===== src/rtl/core/bpc_pkg.sv =====
// Shared widths, register indexes and calibration word bundle for the
// barometric compensation pipeline. No dependencies.
`default_nettype none

package bpc_pkg;

    localparam int RAW_W      = 24;
    localparam int CAL_W      = 16;
    localparam int TEMP_W     = 19;
    localparam int PRES_W     = 32;
    localparam int CFG_ADDR_W = 3;

    localparam int S_TDATA_W  = 48;
    localparam int M_TDATA_W  = 56;

    localparam int DT_W       = 25;
    localparam int MUL_W      = 41;
    localparam int SQ_DT_W    = 50;
    localparam int DEV_W      = 18;
    localparam int OFF1_W     = 35;
    localparam int SENS1_W    = 34;
    localparam int T2_W       = 19;
    localparam int SQ_W       = 36;
    localparam int A5_W       = 38;
    localparam int OFF_W      = 38;
    localparam int SENS_W     = 37;
    localparam int LO_W       = 18;
    localparam int HI_W       = SENS_W - LO_W;
    localparam int PLO_W      = RAW_W + LO_W;
    localparam int PHI_W      = RAW_W + 1 + HI_W;
    localparam int PROD_W     = PHI_W + LO_W;
    localparam int Q_W        = PROD_W - 21;
    localparam int DIFF_W     = Q_W + 1;
    localparam int P_W        = DIFF_W - 15;

    localparam int STAGES     = 8;

    localparam logic signed [TEMP_W:0] TEMP_BASE = 2000;

    typedef enum logic [CFG_ADDR_W-1:0] {
        REG_PRESSURE_SENSITIVITY  = 3'd0,
        REG_PRESSURE_OFFSET       = 3'd1,
        REG_SENS_TEMP_COEFF       = 3'd2,
        REG_OFFSET_TEMP_COEFF     = 3'd3,
        REG_REFERENCE_TEMPERATURE = 3'd4,
        REG_TEMP_SENS_COEFF       = 3'd5
    } reg_idx_t;

    typedef struct packed {
        logic [CAL_W-1:0] pressure_sensitivity;
        logic [CAL_W-1:0] pressure_offset;
        logic [CAL_W-1:0] sens_temp_coeff;
        logic [CAL_W-1:0] offset_temp_coeff;
        logic [CAL_W-1:0] reference_temperature;
        logic [CAL_W-1:0] temp_sens_coeff;
    } cal_t;

endpackage

`default_nettype wire


===== src/rtl/core/bpc_first.sv =====
// First-order terms: dT, calibration products, deviation, OFF, SENS and
// the dT squared term. Three register stages. Depends on bpc_pkg.
`default_nettype none

module bpc_first
    import bpc_pkg::*;
(
    input  wire logic                      aclk,
    input  wire logic                      adv,
    input  wire logic [RAW_W-1:0]          raw_pressure,
    input  wire logic [RAW_W-1:0]          raw_temperature,
    input  cal_t                           cal,
    output logic [RAW_W-1:0]               d1_out,
    output logic signed [DEV_W-1:0]        dev_out,
    output logic signed [OFF1_W-1:0]       off1_out,
    output logic signed [SENS1_W-1:0]      sens1_out,
    output logic [T2_W-1:0]                t2_out
);

    logic [RAW_W-1:0]           d1_s1_reg;
    logic signed [DT_W-1:0]     dt_reg;
    logic signed [DT_W-1:0]     dt_next;

    logic [RAW_W-1:0]           d1_s2_reg;
    logic signed [MUL_W-1:0]    m6_reg;
    logic signed [MUL_W-1:0]    m4_reg;
    logic signed [MUL_W-1:0]    m3_reg;
    logic signed [SQ_DT_W-1:0]  mt_reg;
    logic signed [MUL_W-1:0]    m6_next;
    logic signed [MUL_W-1:0]    m4_next;
    logic signed [MUL_W-1:0]    m3_next;
    logic signed [SQ_DT_W-1:0]  mt_next;

    logic [RAW_W-1:0]           d1_s3_reg;
    logic signed [DEV_W-1:0]    dev_reg;
    logic signed [OFF1_W-1:0]   off1_reg;
    logic signed [SENS1_W-1:0]  sens1_reg;
    logic [T2_W-1:0]            t2_reg;
    logic signed [OFF1_W-1:0]   off1_next;
    logic signed [SENS1_W-1:0]  sens1_next;

    assign dt_next = $signed({1'b0, raw_temperature})
                   - $signed({1'b0, cal.reference_temperature, 8'b0});

    assign m6_next = MUL_W'(dt_reg) * MUL_W'($signed({1'b0, cal.temp_sens_coeff}));
    assign m4_next = MUL_W'(dt_reg) * MUL_W'($signed({1'b0, cal.offset_temp_coeff}));
    assign m3_next = MUL_W'(dt_reg) * MUL_W'($signed({1'b0, cal.sens_temp_coeff}));
    assign mt_next = SQ_DT_W'(dt_reg) * SQ_DT_W'(dt_reg);

    assign off1_next  = $signed({3'b0, cal.pressure_offset, 16'b0})
                      + $signed({m4_reg[MUL_W-1], m4_reg[MUL_W-1:7]});
    assign sens1_next = $signed({3'b0, cal.pressure_sensitivity, 15'b0})
                      + $signed({m3_reg[MUL_W-1], m3_reg[MUL_W-1:8]});

    always_ff @(posedge aclk) begin
        if (adv) begin
            d1_s1_reg <= raw_pressure;
            dt_reg    <= dt_next;

            d1_s2_reg <= d1_s1_reg;
            m6_reg    <= m6_next;
            m4_reg    <= m4_next;
            m3_reg    <= m3_next;
            mt_reg    <= mt_next;

            d1_s3_reg <= d1_s2_reg;
            dev_reg   <= m6_reg[MUL_W-1:23];
            off1_reg  <= off1_next;
            sens1_reg <= sens1_next;
            t2_reg    <= mt_reg[T2_W+30:31];
        end
    end

    assign d1_out    = d1_s3_reg;
    assign dev_out   = dev_reg;
    assign off1_out  = off1_reg;
    assign sens1_out = sens1_reg;
    assign t2_out    = t2_reg;

endmodule

`default_nettype wire


===== config.mk =====
export PLATFORM = sky130hd
export DESIGN_NAME = bpc_first
export DESIGN_NICKNAME = d
export VERILOG_FILES = /design/src/rtl/core/bpc_pkg.sv /design/src/rtl/core/bpc_first.sv
export SDC_FILE = /design/constraint.sdc
export NUM_CORES = 2
export LEC_CHECK = 0
export BUFFER_PORTS_ARGS = -buffer_cell sky130_fd_sc_hd__buf_2
export CAP_MARGIN = 20
export CORE_MARGIN = 2
export CORE_UTILIZATION = 65
export CTS_BUF_LIST = sky130_fd_sc_hd__clkbuf_4 sky130_fd_sc_hd__clkbuf_8
export DETAILED_ROUTE_END_ITERATION = 8
export PLACE_DENSITY_LB_ADDON = 0.25
export SLEW_MARGIN = 20
export SYNTH_ARGS = -nofsm -noshare
export SYNTH_HDL_FRONTEND = slang
export SYNTH_SLANG_ARGS = --single-unit
export TNS_END_PERCENT = 50

===== constraint.sdc =====
create_clock -name aclk -period 8.9 [get_ports aclk]
set_input_delay 0.445 -clock aclk [delete_from_list [all_inputs] [get_ports aclk]]
set_output_delay 0.445 -clock aclk [all_outputs]
set_load 0.02 [all_outputs]

==> out/metrics.cfg <==
[outcome]
status = finished, final reports clean

[synth]
async_flop_share_pct = 0
synth_top_cell_area_share_pct = 49.0
netlist_top_cells_area = fa_1 49%, edfxtp_1 13%, inv_1 10%
synth_area_um2 = 71900
ys.flop_type = edfxtp_1
yosysUniqueCellTypes = 61
ys_seq_elements = 307
syn_area_per_cell_um2 = 9.97
syn_inst = 7213
synth.yosys.seq_area_share_pct = 12.8
yosys.area.top_type = fa_1
yosysWarnings = 0
synth_edf_count = 307
synth_nets = 9614

[grt]
grt_overflow_total = 0
grt_first_pass_wirelength_um = 275000
track_usage_pct = 31.1
grt_pass1_vias = 53200
grt_max_degree = 162
antenna_found_initial = 5

[timing]
setup_violations = 0
slew_viol_final = 0
tightest_slew_ns = 1.07
tns_ns = 0
worst_slack_ns = 0.307
fin_crit_ns = 8.59
finalHoldViolations = 0
slew_headroom_pct = 28.9
min_period_over_period_pct = 96.6
fmax_mhz = 116
rsz0062_at_grt = false
fin_skew_ns = 0.0845

[setup_path]
worstPathCellList = buf_4 -> nand2_1 -> fa_1 -> inv_1 -> fa_1 -> inv_1 -> fa_1 -> inv_1 -> fa_1 -> inv_1 -> fa_1 -> inv_1 -> fa_1 -> ha_1 -> nand4_1 -> nor2_1 -> a221oi_1 -> o21ai_0 -> a311oi_1 -> o21ai_0 -> a21oi_2 -> o211ai_1 -> a2111oi_0 -> nor3b_1
crit_fanout = 30
crit_type = register to register
cp.arrival_ns = 9.04
crit_required_ns = 9.34
end_kind = register
slowest_stage = edfxtp_1
cp-start-kind = register
max_stage_delay_ns = 1.05
crit_top_cell = fa_1

[clock_tree]
cts_sinks = 307
worstSkewPairLatency_ns = 0.77
post_cts_buffers = 0
clk_pin_slew_worst_paths_ns = 0.07
htreeDepth = 2
clockBufferDepth = 3
cts_tree = yes
cts-buffers-inserted = 53
root_buffer = clkbuf_8

[finish]
fin_area_um2 = 76200
fin_util_pct = 69.2
area_growth_pct = 6.00
finalNetCount = 9760
seqCellArea_um2 = 9220
largest_reg_flops = 35
nFillCells = 8430
drive_above_1_share_pct = 6.22
multiInputGateArea_um2 = 54100

[die]
die_height_um = 337
die_w_um = 337
row_count = 122
initial_core_util_pct = 65.3
die_area_um2 = 113000
pin_count = 276
coreArea_um2 = 110000

[routing]
ant_nets = 0
routed_wl_um = 166000
vias = 48000
drt-pass1-iter-count = 5
wl_per_cell_um = 18.7
drc = 0
viasPerCell = 5.40
dr.first_iter.drc_count = 2788

[placement]
gp_congestion = 0.949
hpwlAfterDp_um = 137000
pre_cts_ws_ns = 0.468
dpl_cell_area_um2 = 74700
port_buffers = 275

[worst_hold_path]
worstHoldPathType = primary input to register

[job]
maxCapViolCount = 0

==> final cells by class <==
| type | count | area share (%) |
|---|---|---|
| multi-input combinational | 4608 | 70.9 |
| sequential | 307 | 12.1 |
| inverter | 1992 | 9.81 |
| timing repair buffer | 397 | 3.20 |
| tap | 1488 | 2.44 |
| clock buffer | 62 | 1.05 |
| clock inverter | 34 | 0.476 |
| antenna | 4 | 0.0131 |
==> final timing paths <==
path                            cells after the start      endpoint       from  slack (ns)
worst max-delay path                               24    m4_reg[40]  dt_reg[8]        0.31
worst min-delay path                                3     dt_reg[8]    cal[16]        0.11
worst max register to register                     24    m4_reg[40]  dt_reg[8]        0.31
worst min register to register                      0  sens1_out[0]  m3_reg[8]        0.41
==> critical path: cells and delay by family, from the launching register on <==
family / cells / cell delay [ns]
adders and majority gates: 7 / 3.28
AOI/OAI and AO/OA: 7 / 2.70
buffers and inverters: 6 / 0.78
and+or+nand+nor: 4 / 0.43
DFF: 1 / 1.05
==> timing repair <==
action	4_1_cts	5_1_grt
hold buffers	34	0
gates resized for setup	0	0
endpoints found under the setup margin	0	0
endpoints found under the hold margin	34	0
==> kinds of logic after synthesis <==
family | count (synthesis) | share of synthesized area (%)
compound gates | 345 | 3.15
xor+xnor | 186 | 2.27
fa+ha+maj | 2255 | 57.6
buf+inv | 2298 | 12.0
flops | 307 | 12.8
mux | 2 | 0.0296
simple gates | 1820 | 12.1
==> placed cells by master, fill, tap and decap left out, types with 53 or more instances in the layout <==
cell type and n:
inv_1 1992, fa_1 1761, nand2_1 937, and2_1 608, ha_1 494, edfxtp_1 307
buf_2 274, xnor2_1 135, nor2_1 106, a21oi_1 92, buf_4 84, o21ai_0 62
a21o_1 57, clkbuf_8 53
==> stage by stage <==
stage          hold slack, ns  instances
3_3_place_gp            0.400       8758
6_report                0.109       8892
5_1_grt                 0.107       8891
4_1_cts                0.0561       8888
2_1_floorplan           0.400       7213
3_5_place_dp            0.405       8758
==> routing by layer <==
metal	routed length (um)	vias up	global-route usage (%)
met4	7130	2	11.9
met5	13	-	0
met2	82200	1711	52.5
li1	-	21100	-
met1	65700	24800	41.1
met3	11400	382	4.69
==> cells in the mapped netlist, drive strengths merged (5+ instances only) <==
cell / number
clkbuf: 302
nand2: 937
o21bai: 16
or3: 7
nand3: 35
nor3: 24
xnor2: 135
a211oi: 15
nor2: 106
edfxtp: 307
a21oi: 94
a211o: 5
fa: 1761
and3: 21
ha: 494
o211ai: 11
nor2b: 37
a21boi: 8
xor2: 51
a31oi: 11
o21a: 25
and2: 608
a21o: 57
o21ai: 62
nand2b: 19
inv: 1992
nand4: 14
Power is not shown: default switching activity piles up to over one toggle a cycle in this logic, so the estimate is an artifact.
