==> src/rtl/core/bpc_pkg.sv <==
// Shared widths, register indexes and calibration word bundle for the
// barometric compensation pipeline. No dependencies.
`default_nettype none

package bpc_pkg;

    localparam int RAW_W      = 24;
    localparam int CAL_W      = 16;
    localparam int TEMP_W     = 19;
    localparam int PRES_W     = 32;
    localparam int CFG_ADDR_W = 3;

    localparam int S_TDATA_W  = 48;
    localparam int M_TDATA_W  = 56;

    localparam int DT_W       = 25;
    localparam int MUL_W      = 41;
    localparam int SQ_DT_W    = 50;
    localparam int DEV_W      = 18;
    localparam int OFF1_W     = 35;
    localparam int SENS1_W    = 34;
    localparam int T2_W       = 19;
    localparam int SQ_W       = 36;
    localparam int A5_W       = 38;
    localparam int OFF_W      = 38;
    localparam int SENS_W     = 37;
    localparam int LO_W       = 18;
    localparam int HI_W       = SENS_W - LO_W;
    localparam int PLO_W      = RAW_W + LO_W;
    localparam int PHI_W      = RAW_W + 1 + HI_W;
    localparam int PROD_W     = PHI_W + LO_W;
    localparam int Q_W        = PROD_W - 21;
    localparam int DIFF_W     = Q_W + 1;
    localparam int P_W        = DIFF_W - 15;

    localparam int STAGES     = 8;

    localparam logic signed [TEMP_W:0] TEMP_BASE = 2000;

    typedef enum logic [CFG_ADDR_W-1:0] {
        REG_PRESSURE_SENSITIVITY  = 3'd0,
        REG_PRESSURE_OFFSET       = 3'd1,
        REG_SENS_TEMP_COEFF       = 3'd2,
        REG_OFFSET_TEMP_COEFF     = 3'd3,
        REG_REFERENCE_TEMPERATURE = 3'd4,
        REG_TEMP_SENS_COEFF       = 3'd5
    } reg_idx_t;

    typedef struct packed {
        logic [CAL_W-1:0] pressure_sensitivity;
        logic [CAL_W-1:0] pressure_offset;
        logic [CAL_W-1:0] sens_temp_coeff;
        logic [CAL_W-1:0] offset_temp_coeff;
        logic [CAL_W-1:0] reference_temperature;
        logic [CAL_W-1:0] temp_sens_coeff;
    } cal_t;

endpackage

`default_nettype wire

==> src/rtl/core/bpc_press.sv <==
// Pressure: split D1*SENS into two partial products, recombine, then
// scale, remove OFF and clamp. Two register stages, last term unregistered.
// Depends on bpc_pkg.
`default_nettype none

module bpc_press
    import bpc_pkg::*;
(
    input  wire logic                      aclk,
    input  wire logic                      adv,
    input  wire logic [RAW_W-1:0]          d1_in,
    input  wire logic signed [TEMP_W-1:0]  temp_in,
    input  wire logic signed [OFF_W-1:0]   off_in,
    input  wire logic signed [SENS_W-1:0]  sens_in,
    output logic signed [TEMP_W-1:0]       temp_out,
    output logic signed [PRES_W-1:0]       pres_out
);

    logic [PLO_W-1:0]           plo_reg;
    logic signed [PHI_W-1:0]    phi_reg;
    logic signed [OFF_W-1:0]    off_s6_reg;
    logic signed [TEMP_W-1:0]   temp_s6_reg;
    logic [PLO_W-1:0]           plo_next;
    logic signed [PHI_W-1:0]    phi_next;

    logic signed [PROD_W-1:0]   prod_reg;
    logic signed [OFF_W-1:0]    off_s7_reg;
    logic signed [TEMP_W-1:0]   temp_s7_reg;
    logic signed [PROD_W-1:0]   prod_next;

    logic signed [DIFF_W-1:0]   diff;
    logic signed [P_W-1:0]      p_short;
    logic signed [PRES_W:0]     p_wide;
    logic signed [PRES_W:0]     p_max;
    logic signed [PRES_W:0]     p_min;

    assign plo_next = PLO_W'(d1_in) * PLO_W'(sens_in[LO_W-1:0]);
    assign phi_next = PHI_W'($signed({1'b0, d1_in}))
                    * PHI_W'($signed(sens_in[SENS_W-1:LO_W]));

    assign prod_next = $signed({phi_reg, {LO_W{1'b0}}})
                     + $signed({{(PROD_W-PLO_W){1'b0}}, plo_reg});

    assign diff    = DIFF_W'($signed(prod_reg[PROD_W-1:21])) - DIFF_W'(off_s7_reg);
    assign p_short = diff[DIFF_W-1:15];
    assign p_wide  = (PRES_W+1)'(p_short);
    assign p_max   = $signed({2'b00, {(PRES_W-1){1'b1}}});
    assign p_min   = $signed({2'b11, {(PRES_W-1){1'b0}}});

    always_comb begin
        if (p_wide > p_max) begin
            pres_out = p_max[PRES_W-1:0];
        end else if (p_wide < p_min) begin
            pres_out = p_min[PRES_W-1:0];
        end else begin
            pres_out = p_wide[PRES_W-1:0];
        end
    end

    always_ff @(posedge aclk) begin
        if (adv) begin
            plo_reg     <= plo_next;
            phi_reg     <= phi_next;
            off_s6_reg  <= off_in;
            temp_s6_reg <= temp_in;

            prod_reg    <= prod_next;
            off_s7_reg  <= off_s6_reg;
            temp_s7_reg <= temp_s6_reg;
        end
    end

    assign temp_out = temp_s7_reg;

endmodule

`default_nettype wire

==> config.mk <==
export PLATFORM = sky130hd
export DESIGN_NAME = bpc_press
export DESIGN_NICKNAME = d
export VERILOG_FILES = /design/src/rtl/core/bpc_pkg.sv /design/src/rtl/core/bpc_press.sv
export SDC_FILE = /design/constraint.sdc
export NUM_CORES = 2
export LEC_CHECK = 0
export BUFFER_PORTS_ARGS = -buffer_cell sky130_fd_sc_hd__clkbuf_2
export CAP_MARGIN = 15
export CORE_AREA = 10 10 322 324
export DETAILED_ROUTE_END_ITERATION = 8
export DIE_AREA = 0 0 332 334
export PLACE_DENSITY = 0.61
export RECOVER_POWER = 25
export SLEW_MARGIN = 20
export SYNTH_ARGS = -nofsm -noshare
export SYNTH_HDL_FRONTEND = slang
export SYNTH_SLANG_ARGS = --single-unit
==> constraint.sdc <==
create_clock -name aclk -period 11.43 [get_ports aclk]
set_input_delay 2.286 -clock aclk [delete_from_list [all_inputs] [get_ports aclk]]
set_output_delay 2.286 -clock aclk [all_outputs]
set_load 0.02 [all_outputs]
==> impl_metrics.json <==
{
  "dieHeight_um": 334,
  "clock_sinks": 223,
  "ctsResizeCount": 0,
  "cp.arrival_ns": 9.08,
  "start_util_pct": 39.6,
  "cts_tree": "built",
  "status": "finished clean",
  "crit_path_max_incr_delay_ns": 0.65,
  "synth_edf_count": 223,
  "grt_first_pass_wirelength_um": 161000,
  "crit_required_ns": 11.73,
  "dpl.hpwl_um": 76000,
  "grt_usage_pct": 17.9,
  "nets": 5211,
  "final_antenna_net_count": 0,
  "rows": 115,
  "netlist_instances": 4002,
  "async_flop_share_pct": 0,
  "synth_nets": 5193,
  "final_cell_mix": "876 x inv_1, 723 x fa_1, 597 x nand2_1, 348 x ha_1, 334 x and2_1",
  "netlist_area_sq_um": 38600,
  "fin_setup_tns_ns": 0,
  "grt_max_degree": 78,
  "largest_reg_flops": 44,
  "boundaryPins": 171,
  "antenna_found_initial": 2,
  "min_path_type": "reg -> reg",
  "via_per_inst": 5.06,
  "drv_slew": 0,
  "path_buf_inv": 3,
  "gp_congestion": 0.858,
  "final_common_cell": "inv_1",
  "postCtsSetupBuffers": 0,
  "slew_headroom_pct": 20.7,
  "fin_skew_ns": 0.0127,
  "hold_viol": 0,
  "cp_cell_sequence": "clkbuf_2, and2_1, fa_1, inv_1, fa_1, inv_1, fa_1, fa_1, fa_1, fa_1, fa_1, ha_1, a21oi_1, nor4b_1, a21oi_1, a31oi_1, a311oi_2, nor4_1, a311oi_1",
  "cp_common_cell": "fa_1",
  "drive_above_1_share_pct": 5.87,
  "endpoint_kind": "flip-flop",
  "critPathLaunchType": "input pin",
  "worstMarginPinSlew_ns": 1.19,
  "layout_min_cycle_time_ns": 8.78,
  "areaGrowthSynthToFinish_pct": 6.72,
  "rsz0062_at_grt": "false",
  "period_share_pct": 76.8,
  "cp_slowest_cell": "clkbuf_2",
  "die_area_sq_um": 111000,
  "clk_latency_ns": 0.52,
  "core-area_sq_um": 97600,
  "fillers": 9559,
  "maxCapViolCount": 0,
  "initialDrtViolationCount": 1792,
  "first_pass_iters": 5,
  "fmax_mhz": 114,
  "critPathTopFamily": "adder cells",
  "grt_pass1_vias": 28800,
  "die_w_um": 332,
  "clockBufferDepth": 3,
  "syn_avg_cell_area_sq_um": 9.66,
  "cts_buffers": 24,
  "htree_levels": 1,
  "grt_overflow": 0,
  "postCtsHoldBufs": 0,
  "seq_area_frac_synth_pct": 17.3,
  "crit_type": "in -> reg",
  "path_max_fanout": 37,
  "yosysWarnings": 0,
  "vias": 26900,
  "ys_ff_latch": 223,
  "drcViolationCount": 0,
  "routed_wl_um": 98700,
  "setup_violations": 0,
  "wl_per_cell_um": 18.5,
  "synth_top_flop_cell": "edfxtp_1",
  "clk_pin_slew_ns": 0.06,
  "io_buffers": 170,
  "synth_cell_type_count": 78,
  "root_buffer": "clkbuf_16"
}
-- kinds of logic (layout without fill, tap and decap cells) --
group | count (synthesis) | after routing | synth area share, %
adders and majority gates | 1071 | 1071 | 48.7
AOI/OAI and AO/OA | 340 | 340 | 5.83
and+or+nand+nor | 1182 | 1182 | 15.0
buffers and inverters | 1071 | 1105 | 10.5
muxes | 2 | 2 | 0.0518
DFF | 223 | 223 | 17.3
xor gates and xnor gates | 113 | 113 | 2.56
other | 0 | 1 | 0
-- stage by stage --
step	worst slack (ns)	instance area, sq um	util [%]	instances	hold slack [ns]
6_report	2.65	41200	42.3	5324	0.418
5_1_grt	2.31	41200	42.3	5323	0.420
4_1_cts	2.70	41300	42.3	5323	0.418
3_5_place_dp	2.16	40500	41.5	5281	0.405
3_3_place_gp	2.24	40500	41.5	5281	0.402
2_1_floorplan	3.11	38600	-	4002	0.400
-- cells in the mapped netlist, types with 5 or more instances --
master / instances / area share, %
edfxtp_1: 223 / 17
nor2b_1: 25 / 0.40
and4_1: 8 / 0.18
fa_1: 723 / 37
clkbuf_1: 176 / 1.7
o21ai_1: 5 / 0.065
ha_1: 348 / 11
xnor2_1: 83 / 1.9
a31oi_1: 15 / 0.24
and3_1: 24 / 0.39
o21a_1: 11 / 0.21
or2_2: 7 / 0.11
o211ai_1: 9 / 0.17
a211o_1: 6 / 0.14
nor3_1: 21 / 0.27
a21o_1: 54 / 1.0
nand4_2: 5 / 0.16
buf_1: 9 / 0.087
inv_1: 876 / 8.5
o21bai_1: 8 / 0.16
nand2_1: 597 / 5.8
xor2_1: 30 / 0.68
a211oi_1: 14 / 0.27
nor2_1: 54 / 0.52
nand4_1: 24 / 0.39
a21oi_1: 117 / 1.5
o21ai_0: 47 / 0.61
nand3_1: 29 / 0.38
nor4_1: 6 / 0.097
and2_1: 335 / 5.4
nand2b_1: 29 / 0.47
a311oi_1: 6 / 0.14
-- layer usage --
layer | up-vias | global-route usage, % | share of wire, %
li1 | 12300 | - | -
met1 | 13700 | 25.4 | 46
met2 | 821 | 28.9 | 45
met3 | 111 | 2.82 | 6.7
met4 | 2 | 3.73 | 2.0
met5 | - | 0 | 0.013
-- worst reg2reg max path, delay by kind of cell (launching register included) --
kind | cells | cell delay [ns]
AOI/OAI and AO/OA | 4 | 1.83
xor gates and xnor gates | 1 | 0.34
adders and majority gates | 1 | 0.37
DFF | 1 | 0.45
and+or+nand+nor | 2 | 0.32
-- cell type report --
class | count | area, sq um | area share [%]
Clock inverter | 14 | 145 | 0.352
Multi-Input combinational cell | 2708 | 27900 | 67.6
Timing Repair Buffer | 187 | 968 | 2.35
Sequential cell | 223 | 6700 | 16.2
Antenna cell | 1 | 2.50 | 0.00607
Tap cell | 1287 | 1610 | 3.90
Clock buffer | 28 | 637 | 1.54
Inverter | 876 | 3290 | 7.97
-- path summary, 6_finish.rpt --
kind | startpoint | to | slack, ns | cells after the start
setup / recovery | d1_in[14] | phi_reg[33]$_DFFE_PP_ | 2.65 | 19
hold / removal | temp_s6_reg[1]$_DFFE_PP_ | temp_out[1]$_DFFE_PP_ | 0.42 | 0
setup reg to reg | plo_reg[27]$_DFFE_PP_ | prod_reg[50]$_DFFE_PP_ | 7.91 | 8
hold reg to reg | temp_s6_reg[1]$_DFFE_PP_ | temp_out[1]$_DFFE_PP_ | 0.42 | 0
Power is left out: the tool's default activity adds up to more than one toggle a clock period on the data nets, which glitch-free logic cannot reach.
