--- src/rtl/core/bpc_pkg.sv ---
// Shared widths, register indexes and calibration word bundle for the
// barometric compensation pipeline. No dependencies.
`default_nettype none

package bpc_pkg;

    localparam int RAW_W      = 24;
    localparam int CAL_W      = 16;
    localparam int TEMP_W     = 19;
    localparam int PRES_W     = 32;
    localparam int CFG_ADDR_W = 3;

    localparam int S_TDATA_W  = 48;
    localparam int M_TDATA_W  = 56;

    localparam int DT_W       = 25;
    localparam int MUL_W      = 41;
    localparam int SQ_DT_W    = 50;
    localparam int DEV_W      = 18;
    localparam int OFF1_W     = 35;
    localparam int SENS1_W    = 34;
    localparam int T2_W       = 19;
    localparam int SQ_W       = 36;
    localparam int A5_W       = 38;
    localparam int OFF_W      = 38;
    localparam int SENS_W     = 37;
    localparam int LO_W       = 18;
    localparam int HI_W       = SENS_W - LO_W;
    localparam int PLO_W      = RAW_W + LO_W;
    localparam int PHI_W      = RAW_W + 1 + HI_W;
    localparam int PROD_W     = PHI_W + LO_W;
    localparam int Q_W        = PROD_W - 21;
    localparam int DIFF_W     = Q_W + 1;
    localparam int P_W        = DIFF_W - 15;

    localparam int STAGES     = 8;

    localparam logic signed [TEMP_W:0] TEMP_BASE = 2000;

    typedef enum logic [CFG_ADDR_W-1:0] {
        REG_PRESSURE_SENSITIVITY  = 3'd0,
        REG_PRESSURE_OFFSET       = 3'd1,
        REG_SENS_TEMP_COEFF       = 3'd2,
        REG_OFFSET_TEMP_COEFF     = 3'd3,
        REG_REFERENCE_TEMPERATURE = 3'd4,
        REG_TEMP_SENS_COEFF       = 3'd5
    } reg_idx_t;

    typedef struct packed {
        logic [CAL_W-1:0] pressure_sensitivity;
        logic [CAL_W-1:0] pressure_offset;
        logic [CAL_W-1:0] sens_temp_coeff;
        logic [CAL_W-1:0] offset_temp_coeff;
        logic [CAL_W-1:0] reference_temperature;
        logic [CAL_W-1:0] temp_sens_coeff;
    } cal_t;

endpackage

`default_nettype wire

--- src/rtl/core/bpc_cfg.sv ---
// Calibration word register file, written through the plain write port.
// Depends on bpc_pkg.
`default_nettype none

module bpc_cfg
    import bpc_pkg::*;
(
    input  wire logic                  aclk,
    input  wire logic                  aresetn,
    input  wire logic                  cfg_wr_en,
    input  wire logic [CFG_ADDR_W-1:0] cfg_addr,
    input  wire logic [CAL_W-1:0]      cfg_wr_data,
    output cal_t                       cal
);

    cal_t cal_reg;
    cal_t cal_next;

    always_comb begin
        cal_next = cal_reg;
        if (cfg_wr_en) begin
            case (cfg_addr)
                REG_PRESSURE_SENSITIVITY:  cal_next.pressure_sensitivity  = cfg_wr_data;
                REG_PRESSURE_OFFSET:       cal_next.pressure_offset       = cfg_wr_data;
                REG_SENS_TEMP_COEFF:       cal_next.sens_temp_coeff       = cfg_wr_data;
                REG_OFFSET_TEMP_COEFF:     cal_next.offset_temp_coeff     = cfg_wr_data;
                REG_REFERENCE_TEMPERATURE: cal_next.reference_temperature = cfg_wr_data;
                REG_TEMP_SENS_COEFF:       cal_next.temp_sens_coeff       = cfg_wr_data;
                default: begin
                    cal_next = cal_reg;
                end
            endcase
        end
    end

    always_ff @(posedge aclk) begin
        if (!aresetn) begin
            cal_reg <= '0;
        end else begin
            cal_reg <= cal_next;
        end
    end

    assign cal = cal_reg;

endmodule

`default_nettype wire

--- config.mk ---
export PLATFORM = sky130hd
export DESIGN_NAME = bpc_cfg
export DESIGN_NICKNAME = d
export VERILOG_FILES = /design/src/rtl/core/bpc_pkg.sv /design/src/rtl/core/bpc_cfg.sv
export SDC_FILE = /design/constraint.sdc
export NUM_CORES = 1
export LEC_CHECK = 0
export BUFFER_PORTS_ARGS = -buffer_cell sky130_fd_sc_hd__buf_2
export CAP_MARGIN = 20
export CORE_MARGIN = 8
export CORE_UTILIZATION = 53
export DETAILED_ROUTE_END_ITERATION = 8
export HOLD_SLACK_MARGIN = 0.05
export PLACE_DENSITY = 0.87
export SLEW_MARGIN = 20
export SYNTH_ARGS = -nofsm -noshare
export SYNTH_HDL_FRONTEND = slang
export SYNTH_SLANG_ARGS = --single-unit
--- constraint.sdc ---
create_clock -name aclk -period 1.94 [get_ports aclk]
set_input_delay 0.388 -clock aclk [delete_from_list [all_inputs] [get_ports aclk]]
set_output_delay 0.388 -clock aclk [all_outputs]
set_load 0.1 [all_outputs]
==> flow_summary.ini, run 1 <==
[status]
status = completed

[pwr]
swShare_pct = 28.8
power_leakage_nw = 2.47
p_sw_mw = 1.13
power_density_nw_per_um2 = 899
clockPowerShare_pct = 33.7
power_frac_seq_pct = 52.0
ir_worst_vdd_mv = 0.552
combPwrFrac_pct = 14.4
internal_power_mw = 2.79

[sta]
hold_ws_ps = 440
grt_setup_unrepaired = false
skew_ps = 0
setup_ws_ps = 386
slew_violations = 0
post-route-period-util_pct = 80.1
finalSetupViolCount = 0
hold_viol = 0
worstMarginPinSlew_ps = 511
period_needed_ps = 1550
max_freq_mhz = 643
fin_setup_tns_ps = 0
relSlewSlack_pct = 66.2

[floorplanning]
die_x_um = 97.2
top_level_ports = 118
start_util_pct = 55.0
die_area_um2 = 9450
core_um2 = 6350
num_rows = 29
die_h_um = 97.2

[clocking]
clockBufferDepth = 2
ctsRootBufferMaster = clkbuf_8
insertion_delay_ps = 330
cts_tree = built
cts_made_buffers = 9
ctsHoldBuffers = 0
path_clk_slew_ps = 90
post_cts_buffers = 0
ctsResizeCount = 0
clock_sinks = 96
htree_levels = 3

[global_routing]
antenna_found_initial = 0
grt_overflow = 0
grt_pass1_wl_mm = 14.5
grt_max_degree = 38
grt_usage_pct = 18.7
grt_pass1_vias = 2821

[setup_path]
cpPeakStageDelay_ps = 450
cp.depth = 1
critPathTopFamily = buffers and inverters
end_kind = primary output
cpMaxStageDelayCell = buf_2
path_class = register to primary output
startpoint = cal[6]$_SDFFE_PN0P_
start_kind = register
critical_path.cell_chain = buf_2
worst-endpoint-arrival_ps = 1170
crit_fanout = 2
regToRegStartpoint = cal[6]$_SDFFE_PN0P_
r2r_cells = 2
crit_buf_inv = 1
required_ps = 1550

[placed_design]
dp.cells = 516
post-place-ws_ps = 380
gp_congestion = 0.755
hpwl_mm = 6.66
io_buffers = 117

[yosys]
postSynthAreaPerCell_um2 = 10.5
synth_top_area_share_pct = 55.0
yosysWarnings = 0
syn-cell-area_um2 = 3490
synth_area_leaders = dfxtp_1 55%, mux2i_1 27%, nand2_1 12%, buf_2 1.3%, clkbuf_1 1.2%
ys_ff_latch = 96
synth_cells = 334
syn-num-nets = 356
ys_seq_area_share_pct = 55.0
yosysTopAreaCell = dfxtp_1
yosysUniqueCellTypes = 13

[layout]
largest_reg_flops = 96
layout_common_cells = 116 x buf_2, 112 x nand2_1, 96 x mux2i_1, 96 x dfxtp_1, 12 x buf_4
syn_to_final_growth_pct = 24.7
fin_nets = 472
fillCellCount = 504
drive_gt1_share_pct = 31.9
layout_commonest_cell = buf_2
finalNonFillerCells = 532
antennaDiodeCount = 0

[run]
cap_violations = 0

[worst_hold_path]
whs_path_depth = 3
min_from = cfg_wr_data[15]
min_path_type = primary input to register

[route]
vias_per_cell = 5.26
wl_per_cell_um = 17.0
drt-initial-drc-count = 93
drt_wl_total_mm = 9.04
ant_nets = 0
dr_total_vias = 2797
drc = 0
dr.pass1.iters = 4
[worst register-to-register path: cells and delay by family (launching register included)]
family,cells,cell delay [ps]
flip-flops,1,380
multiplexers,1,120
AND/OR/NAND/NOR,1,70
[synth_stat cells]
master / instances
buf_6: 1
mux2i_1: 96
buf_2: 9
nand4b_1: 2
dfxtp_1: 96
clkbuf_1: 11
nand2_1: 112
and4bb_2: 1
buf_4: 1
or4b_1: 1
buf_1: 1
nand4bb_1: 2
buf_12: 1
[metrics by stage]
| stage | instance area [um^2] | total power, mW | util [%] |
|---|---|---|---|
| finish | 4360 | 3.92 | 68.7 |
| detailed placement | 4150 | 2.65 | 65.4 |
| floorplan | 3490 | 2.53 | - |
| CTS | 4360 | 3.94 | 68.7 |
| global placement | 4150 | 2.64 | 65.4 |
| global route | 4360 | 4.06 | 68.7 |
[power by group through the flow]
stage / Clock (mW) / Combinational, mW / Sequential [mW]
2_1_floorplan: 0 / 0.134 / 2.39
3_3_place_gp: 0 / 0.557 / 2.08
3_5_place_dp: 0 / 0.565 / 2.08
4_1_cts: 1.34 / 0.566 / 2.04
5_1_grt: 1.43 / 0.586 / 2.04
6_report: 1.32 / 0.563 / 2.04
[kinds of logic after synthesis]
group | synth area share (%)
AND/OR/NAND/NOR | 13.8
multiplexers | 27.5
flip-flops | 55.0
buffers and inverters | 3.69
[metal layers]
metal	vias up	GRT usage [%]	part of all wire [%]
li1	1339	-	-
met5	-	0	0
met3	12	5.55	6.4
met2	100	32.2	50
met1	1346	21.2	42
met4	0	6.51	1.7
[final timing paths]
| check | slack, ps | endpoint |
|---|---|---|
| worst min-delay path | 440 | cal[95]$_SDFFE_PN0P_ |
| worst max-delay path | 390 | cal[6] |
| worst max register to register | 1300 | cal[6]$_SDFFE_PN0P_ |
| worst min register to register | 460 | cal[1]$_SDFFE_PN0P_ |
[area by class of cell]
type | instances | area [um^2] | area share [%]
flip-flops and latches | 96 | 1920 | 44.1
multi-input cells | 214 | 1440 | 33.1
repair buffers | 129 | 691 | 15.8
clock buffers | 12 | 155 | 3.56
well taps | 77 | 96.3 | 2.21
clock inverters | 4 | 51.3 | 1.18
No activity file was read; power rests on OpenSTA's default activity.
==> inputs of run 2 (changes only) <==
--- a/config.mk
+++ b/config.mk
@@ -8,10 +8,10 @@
 export BUFFER_PORTS_ARGS = -buffer_cell sky130_fd_sc_hd__buf_2
 export CAP_MARGIN = 20
 export CORE_MARGIN = 8
-export CORE_UTILIZATION = 53
+export CORE_UTILIZATION = 45
 export DETAILED_ROUTE_END_ITERATION = 8
 export HOLD_SLACK_MARGIN = 0.05
-export PLACE_DENSITY = 0.87
+export PLACE_DENSITY = 0.79
 export SLEW_MARGIN = 20
 export SYNTH_ARGS = -nofsm -noshare
 export SYNTH_HDL_FRONTEND = slang
==> constraint.sdc (replaced) <==
create_clock -name aclk -period 1.34 [get_ports aclk]
set_input_delay 0.268 -clock aclk [delete_from_list [all_inputs] [get_ports aclk]]
set_output_delay 0.268 -clock aclk [all_outputs]
set_load 0.1 [all_outputs]
==> run 2 against run 1 <==
Final cell count increased by 4.9%. Clock skew stayed put. Worst hold slack got worse by 140 ps. Power grew 51%. Sequential power grew 46%. Highest routed layer unchanged.
==> flow_summary.ini, run 2 (synthesis results as in run 1) <==
[route]
ant_nets = 0
dr_total_vias = 2764
dr.pass1.iters = 4
drt-initial-drc-count = 106
drt_wl_total_mm = 9.91
vias_per_cell = 4.95
drc = 0
wl_per_cell_um = 17.8

[global_routing]
antenna_found_initial = 0
grt_usage_pct = 18.3
grt_overflow = 0
grt_pass1_vias = 3032
grt_pass1_wl_mm = 16.0
grt_max_degree = 64

[setup_path]
cpMaxStageDelayCell = dfxtp_1
regToRegStartpoint = cal[33]$_SDFFE_PN0P_
cpPeakStageDelay_ps = 370
path_class = register to primary output
required_ps = 1070
end_kind = primary output
critical_path.cell_chain = buf_4
start_kind = register
crit_fanout = 2
worst-endpoint-arrival_ps = 1030
crit_buf_inv = 1
startpoint = cal[7]$_SDFFE_PN0P_
critPathTopFamily = flip-flops

[placed_design]
post-place-ws_ps = -93.6
io_buffers = 117
dp.cells = 542
gp_congestion = 0.761
hpwl_mm = 7.33

[sta]
period_needed_ps = 1290
post-route-period-util_pct = 96.5
grt_setup_unrepaired = false
skew_ps = 0
finalSetupViolCount = 0
setup_ws_ps = 46.8
relSlewSlack_pct = 79.9
max_freq_mhz = 773
hold_ws_ps = 299
fin_setup_tns_ps = 0
hold_viol = 0
worstMarginPinSlew_ps = 300
slew_violations = 0

[clocking]
htree_levels = 3
path_clk_slew_ps = 100
clock_sinks = 96
insertion_delay_ps = 340
post_cts_buffers = 0
cts_made_buffers = 9
ctsRootBufferMaster = clkbuf_8
clockBufferDepth = 2
cts_tree = built

[pwr]
combPwrFrac_pct = 16.4
power_leakage_nw = 2.64
internal_power_mw = 4.11
finalPower_mw = 5.90
p_sw_mw = 1.79
clockPowerShare_pct = 33.3
power_density_nw_per_um2 = 1090
swShare_pct = 30.4
ir_worst_vdd_mv = 1.04
power_frac_seq_pct = 50.3

[status]
status = completed

[layout]
antennaDiodeCount = 0
layout_common_cells = 112 x nand2_1, 96 x mux2i_1, 96 x dfxtp_1
finalNonFillerCells = 558
fillCellCount = 540
fin_nets = 473
largest_reg_flops = 96
layout_commonest_cell = nand2_1
syn_to_final_growth_pct = 54.4
drive_gt1_share_pct = 32.2

[floorplanning]
die_x_um = 104
die_area_um2 = 10800
num_rows = 32
die_h_um = 104
core_um2 = 7610
start_util_pct = 45.9
top_level_ports = 118

[run]
cap_violations = 0

[worst_hold_path]
min_path_type = primary input to register
min_from = cfg_wr_data[3]
[run 2: final timing paths]
path | end | slack [ps] | cells after the start
hold / removal | cal[83]$_SDFFE_PN0P_ | 300 | 3
setup reg to reg | cal[33]$_SDFFE_PN0P_ | 570 | 2
hold reg to reg | cal[10]$_SDFFE_PN0P_ | 460 | 2
setup / recovery | cal[7] | 50 | 1
[run 2: routing by layer]
layer	vias up	track usage, %	routed length [um]	part of all wire, %
li1	1344	-	-	-
met1	1326	17.5	3670	37
met2	79	34.0	5250	53
met3	15	7.74	800	8.1
met4	0	7.03	186	1.9
met5	-	0	0	0
[run 2: cell type report]
class,count,area [um^2],area share (%)
sequential,96,1920,35.6
timing repair buffer,130,1690,31.4
tap,102,128,2.37
clock inverter,7,83.8,1.55
multi-input combinational,214,1440,26.8
clock buffer,9,124,2.30
[run 2: what timing repair did]
action,CTS,global route
gates resized for setup,42,1
hold buffers,0,0
setup endpoints to repair,42,1
pin swaps,0,0
[run 2: power groups by stage]
| stage | combinational [mW] | sequential (mW) | clock (mW) |
|---|---|---|---|
| detailed placement | 0.954 | 3.03 | 0 |
| global route | 1.00 | 2.98 | 2.13 |
| finish | 0.966 | 2.97 | 1.97 |
| floorplan | 0.194 | 3.46 | 0 |
| CTS | 0.972 | 2.97 | 1.99 |
| global placement | 0.937 | 3.03 | 0 |
[run 2: through the flow]
step / utilization, % / instance area, um^2
5_1_grt: 70.9 / 5390
4_1_cts: 70.9 / 5390
3_3_place_gp: 66.7 / 5080
6_report: 70.9 / 5390
2_1_floorplan: - / 3490
3_5_place_dp: 66.7 / 5080
