==> config.mk <==
export PLATFORM = sky130hd
export DESIGN_NAME = bpc_cold
export DESIGN_NICKNAME = d
export VERILOG_FILES = /design/src/rtl/core/bpc_pkg.sv /design/src/rtl/core/bpc_cold.sv
export SDC_FILE = /design/constraint.sdc
export NUM_CORES = 1
export LEC_CHECK = 0
export BUFFER_PORTS_ARGS = -buffer_cell sky130_fd_sc_hd__buf_2
export CAP_MARGIN = 10
export CORE_ASPECT_RATIO = 0.5
export CORE_MARGIN = 2
export CORE_UTILIZATION = 35
export DETAILED_ROUTE_END_ITERATION = 12
export REMOVE_ABC_BUFFERS = 1
export SLEW_MARGIN = 20
export SYNTH_ARGS = -nofsm -noshare
export SYNTH_HDL_FRONTEND = slang
export SYNTH_SLANG_ARGS = --single-unit
==> constraint.sdc <==
create_clock -name aclk -period 8.41 [get_ports aclk]
set_input_delay 0.4205 -clock aclk [delete_from_list [all_inputs] [get_ports aclk]]
set_output_delay 0.4205 -clock aclk [all_outputs]
set_load 0.1 [all_outputs]
==> src/rtl/core/bpc_pkg.sv <==
// Shared widths, register indexes and calibration word bundle for the
// barometric compensation pipeline. No dependencies.
`default_nettype none

package bpc_pkg;

    localparam int RAW_W      = 24;
    localparam int CAL_W      = 16;
    localparam int TEMP_W     = 19;
    localparam int PRES_W     = 32;
    localparam int CFG_ADDR_W = 3;

    localparam int S_TDATA_W  = 48;
    localparam int M_TDATA_W  = 56;

    localparam int DT_W       = 25;
    localparam int MUL_W      = 41;
    localparam int SQ_DT_W    = 50;
    localparam int DEV_W      = 18;
    localparam int OFF1_W     = 35;
    localparam int SENS1_W    = 34;
    localparam int T2_W       = 19;
    localparam int SQ_W       = 36;
    localparam int A5_W       = 38;
    localparam int OFF_W      = 38;
    localparam int SENS_W     = 37;
    localparam int LO_W       = 18;
    localparam int HI_W       = SENS_W - LO_W;
    localparam int PLO_W      = RAW_W + LO_W;
    localparam int PHI_W      = RAW_W + 1 + HI_W;
    localparam int PROD_W     = PHI_W + LO_W;
    localparam int Q_W        = PROD_W - 21;
    localparam int DIFF_W     = Q_W + 1;
    localparam int P_W        = DIFF_W - 15;

    localparam int STAGES     = 8;

    localparam logic signed [TEMP_W:0] TEMP_BASE = 2000;

    typedef enum logic [CFG_ADDR_W-1:0] {
        REG_PRESSURE_SENSITIVITY  = 3'd0,
        REG_PRESSURE_OFFSET       = 3'd1,
        REG_SENS_TEMP_COEFF       = 3'd2,
        REG_OFFSET_TEMP_COEFF     = 3'd3,
        REG_REFERENCE_TEMPERATURE = 3'd4,
        REG_TEMP_SENS_COEFF       = 3'd5
    } reg_idx_t;

    typedef struct packed {
        logic [CAL_W-1:0] pressure_sensitivity;
        logic [CAL_W-1:0] pressure_offset;
        logic [CAL_W-1:0] sens_temp_coeff;
        logic [CAL_W-1:0] offset_temp_coeff;
        logic [CAL_W-1:0] reference_temperature;
        logic [CAL_W-1:0] temp_sens_coeff;
    } cal_t;

endpackage

`default_nettype wire

==> src/rtl/core/bpc_cold.sv <==
// Cold correction: squared deviation, then temperature, OFF and SENS
// with the below-20 C terms applied. Two register stages. Depends on bpc_pkg.
`default_nettype none

module bpc_cold
    import bpc_pkg::*;
(
    input  wire logic                      aclk,
    input  wire logic                      aresetn,
    input  wire logic                      adv,
    input  wire logic [RAW_W-1:0]          d1_in,
    input  wire logic signed [DEV_W-1:0]   dev_in,
    input  wire logic signed [OFF1_W-1:0]  off1_in,
    input  wire logic signed [SENS1_W-1:0] sens1_in,
    input  wire logic [T2_W-1:0]           t2_in,
    output logic [RAW_W-1:0]               d1_out,
    output logic signed [TEMP_W-1:0]       temp_out,
    output logic signed [OFF_W-1:0]        off_out,
    output logic signed [SENS_W-1:0]       sens_out
);

    logic [RAW_W-1:0]           d1_s4_reg;
    logic signed [DEV_W-1:0]    dev_reg;
    logic signed [OFF1_W-1:0]   off1_reg;
    logic signed [SENS1_W-1:0]  sens1_reg;
    logic [T2_W-1:0]            t2_reg;
    logic signed [SQ_W-1:0]     sq_reg;
    logic                       cold_reg;
    logic signed [SQ_W-1:0]     sq_next;

    logic [RAW_W-1:0]           d1_s5_reg;
    logic signed [TEMP_W-1:0]   temp_reg;
    logic signed [OFF_W-1:0]    off_reg;
    logic signed [SENS_W-1:0]   sens_reg;
    logic signed [A5_W-1:0]     a5;
    logic signed [A5_W-1:0]     off_corr;
    logic signed [SENS_W-1:0]   sens_corr;
    logic signed [TEMP_W:0]     t2_corr;
    logic signed [TEMP_W:0]     temp_wide;
    logic signed [TEMP_W-1:0]   temp_next;
    logic signed [OFF_W-1:0]    off_next;
    logic signed [SENS_W-1:0]   sens_next;

    assign sq_next = SQ_W'(dev_in) * SQ_W'(dev_in);

    assign a5        = A5_W'(sq_reg) + (A5_W'(sq_reg) <<< 2);
    assign off_corr  = cold_reg ? {a5[A5_W-1], a5[A5_W-1:1]} : '0;
    assign sens_corr = cold_reg ? $signed({a5[A5_W-1], a5[A5_W-1:2]}) : '0;
    assign t2_corr   = cold_reg ? $signed({1'b0, t2_reg}) : '0;
    assign temp_wide = (TEMP_W+1)'(dev_reg) - t2_corr + TEMP_BASE;
    assign temp_next = temp_wide[TEMP_W-1:0];
    assign off_next  = OFF_W'(off1_reg) - off_corr;
    assign sens_next = SENS_W'(sens1_reg) - sens_corr;

    always_ff @(posedge aclk) begin
        if (adv) begin
            d1_s4_reg <= d1_in;
            dev_reg   <= dev_in;
            off1_reg  <= off1_in;
            sens1_reg <= sens1_in;
            t2_reg    <= t2_in;
            sq_reg    <= sq_next;
            cold_reg  <= dev_in[DEV_W-1];

            d1_s5_reg <= d1_s4_reg;
            temp_reg  <= temp_next;
            off_reg   <= off_next;
            sens_reg  <= sens_next;
        end
    end

    assign d1_out   = d1_s5_reg;
    assign temp_out = temp_reg;
    assign off_out  = off_reg;
    assign sens_out = sens_reg;

`ifndef SYNTHESIS
    warm_temp_passes: assert property (@(posedge aclk) disable iff (!aresetn)
        adv && !cold_reg |=> temp_reg == $past(dev_reg) + 2000)
        else $error("warm temperature differs from deviation plus base");

    warm_terms_pass: assert property (@(posedge aclk) disable iff (!aresetn)
        adv && !cold_reg |=> off_reg == $past(off1_reg) && sens_reg == $past(sens1_reg))
        else $error("warm OFF or SENS altered by correction");

    cold_lowers_terms: assert property (@(posedge aclk) disable iff (!aresetn)
        adv && cold_reg |=> off_reg <= $past(off1_reg) && sens_reg <= $past(sens1_reg))
        else $error("cold correction raised OFF or SENS");
`endif

endmodule

`default_nettype wire

==> flow_summary.ini, run 1 <==
[cells_and_area]
layout-drive-gt1-share_pct = 12.31
area_growth_pct = 13.71
largest_register_ffs = 38
postLayoutCellArea_um2 = 29850
finalNetCount = 3418

[placement]
pre_cts_slack_ns = 1.235
placed_cell_area_um2 = 28680
gp_congestion = 0.9112
hpwl_mm = 50.98
port_buffers = 249

[synthesis]
syn-instance-count = 2488
ys_top_cells_by_area = edfxtp_1 (32%), fa_1 (22%), ha_1 (12%)
syn_area_per_cell_um2 = 10.55
synth_top_cell_by_area = edfxtp_1
synth_cell_types = 72
ys_seq_area_share_pct = 32.26
syn_area_um2 = 26250
async_flop_share_pct = 0
synth_warnings = 0
synth-edff-count = 282
ys.flop_type = edfxtp_1
synth.top_cell.area_share_pct = 32.26
ys_seq_elements = 282

[sta]
setup_viol = 0
finalCritPeriodShare_pct = 78.94
layout_setup_ws_ns = 1.771
min_period_ns = 6.639
relSlewSlack_pct = 27.64
fin_skew_ns = 0.01578
clock.fmax_ghz = 0.1506
hold_violations = 0
worst_pin_slew_ns = 1.085
setup_tns_ns = 0
drv_slew = 0
rsz0062_at_grt = no

[routing]
post-route-drc-count = 0
wirelength_mm = 62.95
wire_per_inst_um = 16.69
drtIter0Drc = 888
vias = 18076
ant_nets = 0
via_per_inst = 4.791
first_pass_iters = 5

[clock_network]
cts_root_buffer = clkbuf_16
ctsHoldBuffers = 0
insertion_delay_ns = 0.54
htree_levels = 2
numCtsBuffers = 34
clockBufferDepth = 3
post_cts_buffers = 0
path_clk_slew_ns = 0.06
cts_tree = yes
postCtsResizedCells = 0
cts_sinks = 282

[worst_setup_path]
crit_slowest_cell = fa_1
crit_top_cell = fa_1
start_kind = input pin
critPathMaxFanout = 18
endpoint_kind = register
critPathMaxStageDelay_ns = 0.55
worstSetupPathType = in2reg
path_cells = buf_2 > inv_1 > nor2_1 > fa_1 > fa_1 > inv_1 > fa_1 > fa_1 > inv_1 > fa_1 > inv_1 > fa_1 > inv_1 > ha_1 > nand2_1 > o21ai_0 > o31a_1 > o31ai_2 > a31oi_1 > o41ai_4 > or4b_1 > o311ai_1
crit_arrival_ns = 6.98
worstPathRequired_ns = 8.75

[floorplan]
die-area_um2 = 77350
start_util_pct = 35.64
pin_count = 251
die_y_um = 197.7
die_w_um = 391.3
rows = 70
coreArea_um2 = 73660

[global_routing]
antenna_found_initial = 7
track_usage_pct = 16.44
grt_pass1_vias = 19122
grt.overflow.total = 0
grt_max_degree = 180
grt_pass1_wl_mm = 100.4

[status]
outcome = completed

[min_path]
min_path_type = in2reg

[job]
maxCapViolations = 0
final timing paths:
kind,slack (ns),depth (start not counted),start,end
setup / recovery,1.77,22,dev_in[10],sq_reg[34]
hold / removal,0.06,1,d1_in[20],d1_s4_reg[20]
setup reg to reg,2.74,18,sq_reg[2],off_out[34]
hold reg to reg,0.42,0,d1_s4_reg[5],d1_out[5]
metal layers:
layer	track usage (%)	vias up	routed length (um)
li1	-	8791	-
met1	20.41	8880	27290
met2	30.34	296	32240
met3	1.678	109	1777
met4	4.519	0	1642
met5	0	-	0
worst max-delay path, delay by kind of cell:
kind            cells  cell delay [ns]
fa+ha+maj           7             3.36
compound gates      6             1.42
simple gates        3             0.90
buf+inv             6             0.87
final cells by class:
class	count	area [um^2]
multi-input combinational	1672	15780
tap	1008	1261
antenna	2	5.005
inverter	491	1843
clock buffer	41	898.4
timing repair buffer	257	1329
clock inverter	20	267.8
fill	7112	43810
sequential	282	8468
cells in the mapped netlist, types with 6 or more instances:
cell	count
and3_1	12
or2_2	6
nand2_1	227
nand4_1	8
o21a_1	20
and2_1	41
nand2b_1	31
a31oi_1	24
a21oi_1	108
clkbuf_1	40
nand3_1	23
o31ai_1	6
a221oi_1	6
xnor2_1	101
o31a_1	7
nor2_1	117
o21bai_1	14
or3_1	11
a31o_2	7
o211ai_1	15
ha_1	252
nor3_1	39
a21o_1	53
inv_1	491
a211oi_1	26
edfxtp_1	282
xor2_1	37
o21ai_0	79
nor2b_1	20
fa_1	295
cells in the final DEF, fill, tap and decap left out, types with 6 or more instances in the layout:
cell type,synthesis,final
o21bai_1,14,14
clkbuf_1,40,6
clkbuf_16,0,35
and2_1,41,41
o31ai_1,6,6
and3_1,12,12
a211oi_1,26,26
edfxtp_1,282,282
nor2b_1,20,20
clkinv_2,0,7
or3_1,11,11
nand4_1,8,8
inv_1,491,491
nand2_1,227,227
bufinv_16,0,6
or2_2,6,6
nor2_1,117,117
buf_2,0,248
o31a_1,7,7
xor2_1,37,37
ha_1,252,252
fa_1,295,295
o211ai_1,15,15
a31o_2,7,7
buf_4,0,7
o21ai_0,79,79
a21o_1,53,53
o21a_1,20,20
a21oi_1,108,108
nand3_1,23,23
xnor2_1,101,101
a31oi_1,24,24
a221oi_1,6,6
nand2b_1,31,31
nor3_1,39,39
kinds of logic after synthesis:
family	count (synthesis)	synth area share (%)
multiplexers	10	0.4051
flip-flops	282	32.26
other	1	0.01428
AND/OR/NAND/NOR	555	9.794
AO/OA/AOI/OAI	421	10.79
XOR/XNOR	138	4.604
buffers and inverters	534	7.635
adder cells (fa/ha/maj)	547	34.51
metrics by stage:
step / cells / utilization (%) / hold WS [ns]
after floorplan: 2445 / - / 0.4003
after global placement: 3710 / 38.94 / 0.4003
after detailed placement: 3710 / 38.94 / 0.4045
after CTS: 3771 / 40.52 / 0.02076
after global routing: 3773 / 40.53 / 0.02954
final: 3773 / 40.53 / 0.05701
Power of run 1 is left out: the tool's default activity adds up to more than one toggle a clock period on the data nets, which glitch-free logic cannot reach.
==> run 2, diff against run 1 <==
clock period = 6.4 ns   (was 8.41 ns; I/O delays follow)
==> flow_summary.ini, run 2 (synthesized netlist as in run 1, its figures left out) <==
[cells_and_area]
stdcell_count = 4006
postLayoutCellArea_um2 = 31940
final_cell_mix = inv_1 (491), fa_1 (295), edfxtp_1 (282)
finalNetCount = 3649
final_common_cell = inv_1
fin_util_pct = 43.37
area_growth_pct = 21.68
largest_register_ffs = 38
fillCellCount = 6937
ff_latch_area_um2 = 8468
multi_input_area_um2 = 15780
layout-drive-gt1-share_pct = 15.43

[clock_network]
cts_tree = yes
post_cts_buffers = 0
cts_sinks = 282
insertion_delay_ns = 0.56
path_clk_slew_ns = 0.06
postCtsResizedCells = 0
cts_root_buffer = clkbuf_16
clockBufferDepth = 3
ctsHoldBuffers = 112
htree_levels = 2
numCtsBuffers = 34

[floorplan]
coreArea_um2 = 73660
pin_count = 251
rows = 70
die-area_um2 = 77350
start_util_pct = 35.64
die_w_um = 391.3
die_y_um = 197.7

[worst_setup_path]
timing.rr.end = off_out[34]
worstSetupPathType = in2reg
r2r_cells = 18
critPathMaxFanout = 16
startpoint = dev_in[11]
crit_path_end = sq_reg[35]
crit_arrival_ns = 6.21
rrSetupSlack_ns = 1.01
endpoint_kind = register
timing.rr.start = sq_reg[3]
worstPathRequired_ns = 6.75
start_kind = input pin

[sta]
finalCritPeriodShare_pct = 91.42
clock.fmax_ghz = 0.1709
rsz0062_at_grt = no
drv_slew = 0
hold_violations = 0
setup_viol = 0
relSlewSlack_pct = 27.13
fin_skew_ns = 0.02967
min_period_ns = 5.851
worst_pin_slew_ns = 1.093
hold_ws_ns = 0.1956

[placement]
gp_congestion = 0.8952
port_buffers = 249
placed_cell_area_um2 = 29670
dp_cells = 3829
hpwl_mm = 52.57

[global_routing]
antenna_found_initial = 3
grt_pass1_vias = 19922
grt_pass1_wl_mm = 102.7
track_usage_pct = 16.66
grt.overflow.total = 0
grt_max_degree = 191

[routing]
wirelength_mm = 63.84
first_pass_iters = 5
via_per_inst = 4.756
drtIter0Drc = 984
wire_per_inst_um = 15.94
vias = 19054
ant_nets = 0
post-route-drc-count = 0

[min_path]
min_path_type = in2reg
whs_path_depth = 2

[status]
outcome = completed

[job]
maxCapViolations = 0
-- run 2: cell types whose count changed in the layout (fill, tap and decap cells not counted) --
cell           previous run  this run
clkinv_2                  7         6
buf_4                     7       118
clkbuf_1                  6         4
dlygate4sd3_1             0       112
diode_2                   2         3
bufinv_16                 6         4
buf_12                    1         9
clkinvlp_4                0         4
clkinv_4                  0         2
-- run 2: metrics by stage --
| step | worst slack (ns) | TNS (ns) |
|---|---|---|
| 6_report | 0.5489 | 0 |
| 3_5_place_dp | -0.03239 | -0.03239 |
| 3_3_place_gp | 0.07116 | 0 |
| 2_1_floorplan | 0.3363 | 0 |
| 4_1_cts | 0.5265 | 0 |
| 5_1_grt | 0.2228 | 0 |
-- run 2: worst max-delay path: stages --
cell and delay [ns]:
buf_2 0.35, and2_1 0.21, inv_1 0.06, fa_1 0.56, fa_1 0.46, fa_1 0.52, fa_1 0.53, inv_1 0.06
fa_1 0.52, inv_1 0.05, fa_1 0.47, inv_1 0.04, ha_1 0.30, a21oi_1 0.22, nor2_1 0.07, nor3_1 0.20
buf_4 0.16, o211a_1 0.15, a31oi_1 0.13, o41ai_2 0.33, mux2i_1 0.15, a2111oi_2 0.34
-- run 2: worst min-delay path by stage --
stage / start / endpoint / slack [ns]
6_report: dev_in[9] / dev_reg[9] / 0.20
5_1_grt: dev_in[9] / dev_reg[9] / 0.18
3_5_place_dp: d1_s4_reg[12] / d1_out[12] / 0.40
3_3_place_gp: off1_reg[0] / off_out[0] / 0.40
4_1_cts: dev_in[9] / dev_reg[9] / 0.16
2_1_floorplan: d1_s4_reg[0] / d1_out[0] / 0.40
-- run 2: layout make-up --
cell class	count	share of cell area [%]
Antenna cell	3	0.02350
Tap cell	1008	3.948
Multi-Input combinational cell	1672	49.40
Timing Repair Buffer	488	10.78
Clock inverter	23	0.7834
Inverter	491	5.769
Sequential cell	282	26.51
Clock buffer	39	2.789
-- run 2: per-layer routing --
layer	share of wire, %	vias to the layer above	GRT usage [%]	routed length (um)
met4	3.3	0	5.677	2115
met1	44	9390	20.93	27960
met5	0	-	0	0
met3	3.1	109	1.930	1951
met2	50	301	29.76	31810
li1	-	9254	-	-
Power of run 2 is left out for the same reason.
==> run 3, diff against run 2 <==
CORE_ASPECT_RATIO = default   (was 0.5)
CORE_MARGIN = 3   (was 2)
PLACE_DENSITY = 0.5   (was default)
==> flow_summary.ini, run 3 (synthesized netlist as in run 1, its figures left out) <==
[sta]
min_period_ns = 6.058
setup_tns_ns = 0
hold_violations = 0
rsz0062_at_grt = no
layout_setup_ws_ns = 0.3416
finalCritPeriodShare_pct = 94.66
clock.fmax_ghz = 0.1651
drv_slew = 0
worst_pin_slew_ns = 0.8601
fin_skew_ns = 0.02976
relSlewSlack_pct = 42.66
setup_viol = 0

[global_routing]
grt_pass1_vias = 20355
track_usage_pct = 17.29
antenna_found_initial = 0
grt_max_degree = 139
grt_pass1_wl_mm = 107.5
grt.overflow.total = 0

[floorplan]
die_y_um = 279.9
pin_count = 251
die-area_um2 = 78330
die_w_um = 279.9
start_util_pct = 35.68
rows = 99
coreArea_um2 = 73580

[placement]
gp_congestion = 0.9882
placed_cell_area_um2 = 29810
hpwl_mm = 55.10
port_buffers = 249
dp_cells = 3813
pre_cts_slack_ns = -0.2028

[worst_setup_path]
critPathMaxFanout = 12
endpoint_kind = register
worstSetupPathType = in2reg
timing.rr.start = sq_reg[3]
crit_slowest_cell = fa_1
r2r_cells = 18
rrSetupSlack_ns = 0.66
startpoint = dev_in[5]
timing.rr.end = off_out[34]
crit_top_cell = fa_1
start_kind = input pin
path_cells = buf_2 > and2_1 > fa_1 > fa_1 > inv_1 > fa_1 > fa_1 > inv_1 > fa_1 > inv_1 > fa_1 > inv_1 > ha_1 > nand2_1 > o21ai_0 > o31a_1 > o31ai_2 > a31oi_1 > buf_4 > o41ai_4 > or4b_1 > o311ai_1
critPathBufInv = 6
crit_arrival_ns = 6.42
critical_path.top_delay_family = adder cells
critPathMaxStageDelay_ns = 0.56
worstPathRequired_ns = 6.76

[routing]
drtIter0Drc = 914
wire_per_inst_um = 17.07
ant_nets = 0
vias = 19103
via_per_inst = 4.794
post-route-drc-count = 0
wirelength_mm = 68.01
first_pass_iters = 5

[min_path]
hold_end = off1_reg[23]
min_path_type = in2reg
hold_start = off1_in[23]
whs_path_depth = 1

[clock_network]
clockBufferDepth = 3
cts_tree = yes
insertion_delay_ns = 0.56
numCtsBuffers = 36
cts_root_buffer = clkbuf_16
htree_levels = 2
cts_sinks = 282
path_clk_slew_ns = 0.05

[cells_and_area]
fillCellCount = 7062
stdcell_count = 3985
postLayoutCellArea_um2 = 32080
diodes = 0
layout-drive-gt1-share_pct = 16.26
area_growth_pct = 22.19
finalNetCount = 3681
final_cell_mix = inv_1 (491), fa_1 (295), edfxtp_1 (282)
largest_register_ffs = 38
final_common_cell = inv_1

[job]
maxCapViolations = 0

[status]
outcome = completed
==> run 3: changes by cell type in the layout (fill, tap and decap cells not counted), sizes merged <==
cell / previous run / this run
inv: 494 / 495
clkinvlp: 4 / 1
bufinv: 4 / 5
diode: 3 / 0
clkinv: 12 / 11
dlygate4sd3: 112 / 109
buf: 376 / 409
clkbuf: 39 / 42
==> run 3: area by class of cell <==
type	count	area, um^2	share of cell area, %
Multi-Input combinational cell	1672	15780	49.19
Timing Repair Buffer	518	3611	11.26
Clock buffer	42	923.4	2.879
Tap cell	959	1200	3.741
Sequential cell	282	8468	26.40
Clock inverter	21	251.5	0.7840
Inverter	491	1843	5.746
==> run 3: layer usage <==
metal	share of wire (%)	track usage, %
met1	46	23.55
met2	47	29.18
met3	4.6	2.442
met4	2.3	4.260
met5	0	0
==> run 3: per-stage QoR <==
stage / hold WS, ns / util [%]
final: 0.03588 / 43.60
after global routing: 0.003273 / 43.60
after CTS: 0.0004048 / 43.60
after detailed placement: 0.4062 / 40.52
after global placement: 0.4021 / 40.52
after floorplan: 0.4003 / -
==> run 3: worst max path at each step <==
| stage | end | slack [ns] | cells after the start |
|---|---|---|---|
| floorplan | sq_reg[35] | 0.34 | 23 |
| global placement | sq_reg[34] | -0.12 | 22 |
| detailed placement | sq_reg[34] | -0.20 | 22 |
| CTS | sq_reg[34] | 0.38 | 22 |
| global route | sq_reg[34] | 0.13 | 22 |
| finish | sq_reg[34] | 0.34 | 22 |
==> run 3: repair_timing <==
action,CTS,global route
resized for setup,0,0
buffers inserted,0,0
endpoints found under the hold margin,109,0
hold buffers,109,0
Power of run 3 is left out for the same reason.
